**src/rtl/fqs_pkg.sv**
```systemverilog
// Package for the FIFO queue with search: operation codes, engine states,
// and the command and result transaction layouts.
// No dependencies.
package fqs_pkg;

	// Fixed port widths
	localparam int OUT_W  = 32;
	localparam int OCC_W  = 5;
	localparam int FUNC_W = 2;

	// Operation codes carried by func
	typedef enum logic [FUNC_W-1:0] {
		OP_ENQ  = 2'd0,
		OP_DEQ  = 2'd1,
		OP_SRCH = 2'd2,
		OP_CLR  = 2'd3
	} op_t;

	// Back-end engine states
	typedef enum logic [1:0] {
		ST_IDLE,
		ST_HEAD,
		ST_SEARCH,
		ST_EMIT
	} state_t;

	// Command transaction from the front end to the engine
	typedef struct packed {
		op_t              op;
		logic [OUT_W-1:0] value;
	} cmd_t;

	// Result transaction from the engine to the output queue
	typedef struct packed {
		logic [OUT_W-1:0] result_value;
		logic             found;
		logic             underflow;
		logic             overflow;
		logic             is_empty;
		logic [OCC_W-1:0] occupancy;
		logic [OUT_W-1:0] head_word;
		logic [OUT_W-1:0] tail_word;
	} res_t;

endpackage

```
**src/rtl/fqs_ram.sv**
```systemverilog
// Generic single-write, single-read RAM with registered read data.
// No dependencies.
module fqs_ram #(
	parameter int WIDTH = 32,
	parameter int DEPTH = 16
) (
	input  logic                     clk,
	input  logic                     we,
	input  logic [$clog2(DEPTH)-1:0] waddr,
	input  logic [WIDTH-1:0]         wdata,
	input  logic [$clog2(DEPTH)-1:0] raddr,
	output logic [WIDTH-1:0]         rdata
);

	logic [WIDTH-1:0] mem_q [DEPTH];

	// Write port
	always_ff @(posedge clk) begin
		if (we) begin
			mem_q[waddr] <= wdata;
		end
	end

	// Registered read port
	always_ff @(posedge clk) begin
		rdata <= mem_q[raddr];
	end

endmodule

```
**src/rtl/fqs_fifo.sv**
```systemverilog
// Two-entry queue that decouples neighboring stages; carries any packed payload.
// No dependencies.
module fqs_fifo #(
	parameter int WIDTH = 8
) (
	input  logic             clk,
	input  logic             arst_n,
	input  logic             push,
	input  logic [WIDTH-1:0] wdata,
	output logic             full,
	input  logic             pop,
	output logic [WIDTH-1:0] rdata,
	output logic             empty
);

	logic [WIDTH-1:0] slot_q [2];
	logic             wr_ptr_q;
	logic             rd_ptr_q;
	logic [1:0]       cnt_q;
	logic             do_push;
	logic             do_pop;

	assign full    = (cnt_q == 2'd2);
	assign empty   = (cnt_q == 2'd0);
	assign do_push = push && !full;
	assign do_pop  = pop && !empty;
	assign rdata   = slot_q[rd_ptr_q];

	// Advance pointers and count
	always_ff @(posedge clk or negedge arst_n) begin
		if (!arst_n) begin
			wr_ptr_q <= 1'b0;
			rd_ptr_q <= 1'b0;
			cnt_q    <= 2'd0;
		end else begin
			if (do_push) begin
				wr_ptr_q <= !wr_ptr_q;
			end
			if (do_pop) begin
				rd_ptr_q <= !rd_ptr_q;
			end
			if (do_push && !do_pop) begin
				cnt_q <= cnt_q + 2'd1;
			end else if (do_pop && !do_push) begin
				cnt_q <= cnt_q - 2'd1;
			end
		end
	end

	// Store the incoming transaction
	always_ff @(posedge clk) begin
		if (do_push) begin
			slot_q[wr_ptr_q] <= wdata;
		end
	end

endmodule

```
**src/rtl/fqs_engine.sv**
```systemverilog
// Back end of the queue: executes enqueue, dequeue, search and clear against
// the word RAM. Depends on fqs_pkg and fqs_ram.
module fqs_engine #(
	parameter int DEPTH     = 16,
	parameter int WORD_BITS = 32
) (
	input  logic          clk,
	input  logic          arst_n,
	input  logic          cmd_empty,
	input  fqs_pkg::cmd_t cmd_data,
	output logic          cmd_pop,
	input  logic          res_full,
	output logic          res_push,
	output fqs_pkg::res_t res_data
);

	localparam int SW = (WORD_BITS < fqs_pkg::OUT_W) ? WORD_BITS : fqs_pkg::OUT_W;
	localparam int AW = $clog2(DEPTH);
	localparam int CW = $clog2(DEPTH + 1);
	localparam logic [AW-1:0] LAST_IDX = AW'(DEPTH - 1);
	localparam logic [CW-1:0] FULL_CNT = CW'(DEPTH);

	fqs_pkg::state_t state_q, state_d;

	logic [AW-1:0]             head_q, tail_q, scan_ptr_q;
	logic [AW-1:0]             head_nx, tail_nx, scan_nx;
	logic [CW-1:0]             count_q, left_q;
	logic [SW-1:0]             head_word_q, tail_word_q, key_q;
	logic [fqs_pkg::OUT_W-1:0] res_val_q;
	logic                      found_q, under_q, over_q;
	logic                      start;
	logic                      is_full;
	logic [SW-1:0]             word;

	logic          ram_we;
	logic [AW-1:0] ram_waddr, ram_raddr;
	logic [SW-1:0] ram_wdata, ram_rdata;

	assign head_nx = (head_q == LAST_IDX) ? '0 : head_q + AW'(1);
	assign tail_nx = (tail_q == LAST_IDX) ? '0 : tail_q + AW'(1);
	assign scan_nx = (scan_ptr_q == LAST_IDX) ? '0 : scan_ptr_q + AW'(1);
	assign is_full = (count_q == FULL_CNT);
	assign word    = cmd_data.value[SW-1:0];
	assign start   = (state_q == fqs_pkg::ST_IDLE) && !cmd_empty && !res_full;

	fqs_ram #(
		.WIDTH (SW),
		.DEPTH (DEPTH)
	) u_ram (
		.clk   (clk),
		.we    (ram_we),
		.waddr (ram_waddr),
		.wdata (ram_wdata),
		.raddr (ram_raddr),
		.rdata (ram_rdata)
	);

	// Next state, RAM access and handshakes
	always_comb begin
		state_d   = state_q;
		cmd_pop   = 1'b0;
		res_push  = 1'b0;
		ram_we    = 1'b0;
		ram_waddr = tail_q;
		ram_wdata = word;
		ram_raddr = scan_ptr_q;
		case (state_q)
			fqs_pkg::ST_IDLE: begin
				if (start) begin
					cmd_pop = 1'b1;
					state_d = fqs_pkg::ST_EMIT;
					case (cmd_data.op)
						fqs_pkg::OP_ENQ: begin
							ram_we = !is_full;
						end
						fqs_pkg::OP_DEQ: begin
							ram_raddr = head_nx;
							if (count_q > CW'(1)) begin
								state_d = fqs_pkg::ST_HEAD;
							end
						end
						fqs_pkg::OP_SRCH: begin
							ram_raddr = head_q;
							if (count_q != '0) begin
								state_d = fqs_pkg::ST_SEARCH;
							end
						end
						default: ;
					endcase
				end
			end
			fqs_pkg::ST_HEAD: begin
				state_d = fqs_pkg::ST_EMIT;
			end
			fqs_pkg::ST_SEARCH: begin
				if (left_q == '0) begin
					state_d = fqs_pkg::ST_EMIT;
				end
			end
			fqs_pkg::ST_EMIT: begin
				res_push = 1'b1;
				state_d  = fqs_pkg::ST_IDLE;
			end
			default: begin
				state_d = fqs_pkg::ST_IDLE;
			end
		endcase
	end

	// Hold state register
	always_ff @(posedge clk or negedge arst_n) begin
		if (!arst_n) begin
			state_q <= fqs_pkg::ST_IDLE;
		end else begin
			state_q <= state_d;
		end
	end

	// Advance queue pointers, count and scan position
	always_ff @(posedge clk or negedge arst_n) begin
		if (!arst_n) begin
			head_q     <= '0;
			tail_q     <= '0;
			count_q    <= '0;
			scan_ptr_q <= '0;
			left_q     <= '0;
		end else if (start) begin
			case (cmd_data.op)
				fqs_pkg::OP_ENQ: begin
					if (!is_full) begin
						tail_q  <= tail_nx;
						count_q <= count_q + CW'(1);
					end
				end
				fqs_pkg::OP_DEQ: begin
					if (count_q != '0) begin
						head_q  <= head_nx;
						count_q <= count_q - CW'(1);
					end
				end
				fqs_pkg::OP_SRCH: begin
					scan_ptr_q <= head_nx;
					left_q     <= count_q - CW'(1);
				end
				default: begin
					head_q  <= '0;
					tail_q  <= '0;
					count_q <= '0;
				end
			endcase
		end else if (state_q == fqs_pkg::ST_SEARCH && left_q != '0) begin
			scan_ptr_q <= scan_nx;
			left_q     <= left_q - CW'(1);
		end
	end

	// Capture result values and cached end words
	always_ff @(posedge clk) begin
		if (start) begin
			res_val_q <= '0;
			found_q   <= 1'b0;
			under_q   <= 1'b0;
			over_q    <= 1'b0;
			key_q     <= word;
			case (cmd_data.op)
				fqs_pkg::OP_ENQ: begin
					over_q <= is_full;
					if (!is_full) begin
						tail_word_q <= word;
						if (count_q == '0) begin
							head_word_q <= word;
						end
					end
				end
				fqs_pkg::OP_DEQ: begin
					if (count_q == '0) begin
						under_q   <= 1'b1;
						res_val_q <= '1;
					end else begin
						res_val_q <= fqs_pkg::OUT_W'(head_word_q);
					end
				end
				default: ;
			endcase
		end else if (state_q == fqs_pkg::ST_HEAD) begin
			head_word_q <= ram_rdata;
		end else if (state_q == fqs_pkg::ST_SEARCH) begin
			if (ram_rdata == key_q) begin
				found_q <= 1'b1;
			end
		end
	end

	// Build the result transaction from the updated state
	always_comb begin
		res_data.result_value = res_val_q;
		res_data.found        = found_q;
		res_data.underflow    = under_q;
		res_data.overflow     = over_q;
		res_data.is_empty     = (count_q == '0);
		res_data.occupancy    = fqs_pkg::OCC_W'(count_q);
		res_data.head_word    = (count_q == '0) ? '0 : fqs_pkg::OUT_W'(head_word_q);
		res_data.tail_word    = (count_q == '0) ? '0 : fqs_pkg::OUT_W'(tail_word_q);
	end

endmodule

```
**src/rtl/fifo_queue_with_search.sv**
```systemverilog
// Top level of the FIFO queue with search: front-end command queue, engine
// and result queue. Depends on fqs_pkg, fqs_fifo and fqs_engine.
//
// Usage: push an operation (func: enqueue, dequeue, search, clear) with
// item_value while full is low; every operation yields exactly one result
// transaction, read while empty is low and taken with pop.
// The front end decodes func and parks up to two commands, so the caller
// can keep pushing while the engine works. Results wait in a two-entry
// queue; while the receiver stalls, the engine finishes its current
// operation, then holds, and push stalls once the command queue fills.
// Each operation passes through the engine states: enqueue and clear go
// straight to the emit state, dequeue passes through the head state when
// a new oldest word must be fetched from the word RAM, and search scans the
// occupied words, since the single RAM read port compares one stored word
// per cycle. The engine takes the next command only once back in idle.
// Reset empties the queue and both transaction queues; stored words are
// left as they are and are never read before being written.
module fifo_queue_with_search #(
	parameter int DEPTH     = 16,
	parameter int WORD_BITS = 32
) (
	input  logic        clk,
	input  logic        arst_n,
	input  logic        push,
	output logic        full,
	input  logic [1:0]  func,
	input  logic signed [31:0] item_value,
	output logic        empty,
	input  logic        pop,
	output logic signed [31:0] result_value,
	output logic        found,
	output logic        underflow,
	output logic        overflow,
	output logic        is_empty,
	output logic [4:0]  occupancy,
	output logic signed [31:0] head_word,
	output logic signed [31:0] tail_word
);

	fqs_pkg::cmd_t cmd_in, cmd_out;
	fqs_pkg::res_t res_in, res_out;
	logic          cmd_empty, cmd_pop;
	logic          res_full, res_push;

	// Classify the incoming transaction
	always_comb begin
		cmd_in.op    = fqs_pkg::op_t'(func);
		cmd_in.value = item_value;
	end

	fqs_fifo #(
		.WIDTH ($bits(fqs_pkg::cmd_t))
	) u_cmd_fifo (
		.clk    (clk),
		.arst_n (arst_n),
		.push   (push),
		.wdata  (cmd_in),
		.full   (full),
		.pop    (cmd_pop),
		.rdata  (cmd_out),
		.empty  (cmd_empty)
	);

	fqs_engine #(
		.DEPTH     (DEPTH),
		.WORD_BITS (WORD_BITS)
	) u_engine (
		.clk       (clk),
		.arst_n    (arst_n),
		.cmd_empty (cmd_empty),
		.cmd_data  (cmd_out),
		.cmd_pop   (cmd_pop),
		.res_full  (res_full),
		.res_push  (res_push),
		.res_data  (res_in)
	);

	fqs_fifo #(
		.WIDTH ($bits(fqs_pkg::res_t))
	) u_res_fifo (
		.clk    (clk),
		.arst_n (arst_n),
		.push   (res_push),
		.wdata  (res_in),
		.full   (res_full),
		.pop    (pop),
		.rdata  (res_out),
		.empty  (empty)
	);

	// Unpack the oldest result onto the ports
	assign result_value = res_out.result_value;
	assign found        = res_out.found;
	assign underflow    = res_out.underflow;
	assign overflow     = res_out.overflow;
	assign is_empty     = res_out.is_empty;
	assign occupancy    = res_out.occupancy;
	assign head_word    = res_out.head_word;
	assign tail_word    = res_out.tail_word;

endmodule

```
**config.mk**
```make
export PLATFORM = sky130hd
export DESIGN_NAME = fifo_queue_with_search
export DESIGN_NICKNAME = d
export VERILOG_FILES = /design/src/rtl/fqs_pkg.sv /design/src/rtl/fqs_ram.sv /design/src/rtl/fqs_fifo.sv /design/src/rtl/fqs_engine.sv /design/src/rtl/fifo_queue_with_search.sv
export SDC_FILE = /design/constraint.sdc
export NUM_CORES = 1
export LEC_CHECK = 0
export BUFFER_PORTS_ARGS = -buffer_cell sky130_fd_sc_hd__buf_2
export CAP_MARGIN = 20
export CORE_MARGIN = 10
export CORE_UTILIZATION = 65
export DETAILED_ROUTE_END_ITERATION = 8
export GPL_TIMING_DRIVEN = 0
export PLACE_DENSITY = 0.93
export RECOVER_POWER = 25
export SYNTH_ARGS = -nofsm -noshare
export SYNTH_HDL_FRONTEND = slang
export SYNTH_SLANG_ARGS = --single-unit
```
**constraint.sdc**
```tcl
create_clock -name clk -period 12.7 [get_ports clk]
set_input_delay 0.635 -clock clk [delete_from_list [all_inputs] [get_ports clk]]
set_output_delay 0.635 -clock clk [all_outputs]
set_load 0.005 [all_outputs]
```
==> reports/qor.yml <==
clock_tree:
  cts_tree: "done"
  clock-sinks: 985
  numCtsBuffers: 90
  cts_resized: 0
  hold_buffers: 0
  clock-root-buffer: "clkbuf_16"
  htreeDepth: 3
  clk_latency_ns: 0.67
  post-cts-setup-buffers: 0
  clock_path_buffers: 3
  clk_pin_slew_worst_paths_ns: 0.07
routing:
  met1_length_mm: 33.5
  drc: 0
  wl_met2_mm: 49.7
  dr.first_iter.drc_count: 3834
  vias_per_cell: 6.98
  route.met3.wl_mm: 13.2
  detail-route-antenna-nets: 0
  top_layer: "met5"
  wire_per_inst_um: 30.2
  dr.pass1.iters: 9
  wirelength_mm: 103
  vias: 23700
synth:
  syn_avg_cell_area_um2: 16.8
  synth_area_mm2: 0.0386
  yosysSeqAreaShare_pct: 75.4
  ys_async_sr_fraction_pct: 3.25
  synth_most_common_cell: "edfxtp_1"
  synth_cell_type_count: 65
  yosysWarningCount: 0
  synth_area_leaders: "edfxtp_1, mux2_2, mux2i_1, a311oi_1, nand2_1"
  synth_xor_xnor_area_share_pct: 0.999
  synth_compound_area_share_pct: 6.88
  synth_edf_count: 920
  synth_nets: 2360
  synth_ff_type: "edfxtp_1"
  postSynthCellCount: 2300
  synth_top_family_by_area: "multiplexers"
  yosysTopAreaCellShare_pct: 71.6
  synth_adder_area_share_pct: 0.713
  post-synth-top-area-cell: "edfxtp_1"
  muxShareOfSynthArea_pct: 7.58
  synth_seq_cells: 985
  synth-simple-area-share_pct: 6.62
  synth_common_cells: "edfxtp_1, nand2_1, mux2_2"
final_layout:
  fin_nets: 2608
  areaGrowthSynthToFinish_pct: 12.7
  fillers: 2952
  regArea_mm2: 0.0291
  multi_input_area_mm2: 0.00883
  drive_above_1_share_pct: 18.9
  final-instance-count-excl-fill: 3398
timing:
  finalSetupTns_ns: 0
  relSlewSlack_pct: -142
  final_max_slew_viol_count: 254
  final-setup-viol-count: 0
  whs_ns: 0.170
  min_period_ns: 5.69
  fmax_ghz: 0.176
  fin_crit_sh_pct: 44.8
  hold_viol: 0
  fin_ws_ns: 7.01
  fin_worst_skew_ns: 0.0348
  worst_pin_slew_ns: 3.63
  rsz0062_at_grt: "no"
min_path:
  min_to: "u_cmd_fifo.slot_q[0][3]"
  min_from: "item_value[3]"
  holdCritPathClass: "in2reg"
  min_path_cells: 1
global_routing:
  gr-total-overflow: 0
  grt_usage_pct: 29.2
  grt_pass1_wl_mm: 153
  antenna_found_initial: 3
  grt_pass1_vias: 24300
  grt_max_degree: 66
setup_path:
  cp-end-kind: "register"
  reg2reg_to: "u_engine.u_ram.rdata[6]"
  worstSetupPathType: "reg2reg"
  cp_data_required_time_ns: 13.29
  crit_fanout: 10
  r2r_cells: 15
  cp_top_family: "buffers and inverters"
  cp_common_cell: "buf_2"
  r2r_setup_slack_ns: 7.01
  critical_path_buf_inv_count: 7
  path_cells: "clkbuf_1 > buf_1 > mux2i_1 > inv_1 > ha_1 > buf_2 > a22o_1 > nor3_4 > or2_1 > clkbuf_1 > buf_2 > buf_2 > nand2_1 > a311oi_1 > a2111o_1"
  slowest_stage: "a311oi_1"
  r2r-start: "u_cmd_fifo.rd_ptr_q"
  cp.arrival_ns: 6.29
  max_stage_delay_ns: 0.85
  startpoint_type: "register"
place:
  placed_cells: 3229
  gp_congestion: 0.910
  numPortBuffers: 144
  dp_hpwl_mm: 61.8
  post-place-ws_ns: 7.52
power:
  swShare_pct: 38.0
  p_comb_share_pct: 37.5
  power.share.clock_pct: 22.9
  intPower_mw: 7.49
  powerDensity_mw_per_mm2: 278
  ir_worst_vdd_uv: 172
  power.leakage_nw: 14.6
  switching_power_mw: 4.60
  p_seq_share_pct: 39.6
status:
  status: "finished, violations left"
  violations: "capacitance limit, slew limit"
floorplan:
  coreArea_mm2: 0.0589
  die_w_um: 264
  initial_core_util_pct: 65.5
  num_rows: 89
  die_area_mm2: 0.0695
  io_pins: 145
  die_h_um: 264
flow_run:
  cap_violations: 7
==> cells in the final DEF, fill, tap and decap left out, types with 6 or more instances in the layout <==
cell type | Yosys | routed
a2111o_1 | 32 | 32
a211oi_1 | 98 | 98
a21oi_1 | 10 | 10
a311oi_1 | 98 | 98
and2_2 | 0 | 8
and3_2 | 0 | 8
buf_1 | 8 | 6
buf_2 | 36 | 159
bufinv_16 | 0 | 10
clkbuf_1 | 96 | 151
clkbuf_16 | 0 | 91
clkbuf_8 | 0 | 8
clkinv_1 | 0 | 9
clkinv_2 | 0 | 14
dfrtp_1 | 32 | 32
dfxtp_1 | 33 | 33
edfxtp_1 | 920 | 920
ha_1 | 22 | 22
inv_1 | 19 | 19
mux2_1 | 1 | 6
mux2_2 | 169 | 164
mux2i_1 | 101 | 101
nand2_1 | 227 | 227
nand3_1 | 10 | 10
nor2_1 | 21 | 20
nor2b_1 | 70 | 70
nor3_1 | 8 | 8
nor3b_1 | 101 | 101
nor4_1 | 6 | 6
o21a_1 | 32 | 32
o21ai_0 | 16 | 16
xnor2_1 | 22 | 22
xor2_1 | 22 | 22
==> flip-flops by register name, indices dropped and copies added (netlist names), 32 cells and up <==
name / flops
u_engine.u_ram.mem_q: 512
u_engine.u_ram.rdata: 32
u_cmd_fifo.slot_q: 68
u_engine.tail_word_q: 32
u_engine.key_q: 32
u_res_fifo.slot_q: 210
u_engine.head_word_q: 32
u_engine.res_val_q: 32
==> power by group through the flow <==
stage               clock [mW]  combinational [mW]  sequential (mW)
floorplan                    0                2.60             4.73
global placement             0                3.92             4.81
detailed placement           0                4.20             4.80
CTS                       2.76                4.38             4.76
global route              2.90                4.70             4.82
finish                    2.77                4.54             4.79
==> final cells by class <==
cell class	count	share of cell area, %
sequential	985	66.9
multi-input combinational	1149	20.3
clock buffer	126	5.72
tap	773	2.22
timing repair buffer	156	2.05
buffer	146	1.44
clock inverter	41	1.17
inverter	20	0.173
antenna	2	0.0115
==> per-layer routing <==
layer,up-vias,GRT usage [%]
met1,11500,34.4
met5,-,0
met4,2,16.8
met2,2199,48.0
met3,523,7.81
li1,9468,-
==> how the worst max path moves through the flow <==
| stage | depth (start not counted) | start | endpoint | slack [ns] |
|---|---|---|---|---|
| 2_1_floorplan | 3 | u_res_fifo.cnt_q[0] | u_res_fifo.slot_q[0][0] | 7.01 |
| 3_3_place_gp | 3 | u_res_fifo.cnt_q[0] | u_res_fifo.slot_q[0][10] | 4.93 |
| 3_5_place_dp | 10 | u_cmd_fifo.rd_ptr_q | u_engine.u_ram.rdata[26] | 7.52 |
| 4_1_cts | 10 | u_cmd_fifo.rd_ptr_q | u_engine.u_ram.rdata[6] | 7.46 |
| 5_1_grt | 3 | u_res_fifo.cnt_q[0] | u_res_fifo.slot_q[1][15] | 6.70 |
| 6_report | 15 | u_cmd_fifo.rd_ptr_q | u_engine.u_ram.rdata[6] | 7.01 |
==> kinds of logic (layout without fill, tap and decap cells) <==
family | after synthesis | count (layout)
muxes | 271 | 271
and+or+nand+nor | 486 | 486
other | 0 | 2
adders and majority gates | 22 | 22
buffers and inverters | 166 | 489
DFF | 985 | 985
AOI/OAI and AO/OA | 326 | 326
xor gates and xnor gates | 44 | 44
==> per-stage QoR <==
stage               util [%]  cell area [um2]  total power, mW
global route            73.8            43500             12.4
global placement        68.4            40300             8.73
detailed placement      69.0            40600             9.00
finish                  73.8            43500             12.1
floorplan                  -            38600             7.33
CTS                     74.1            43600             11.9
No activity file was read; power rests on OpenSTA's default activity.
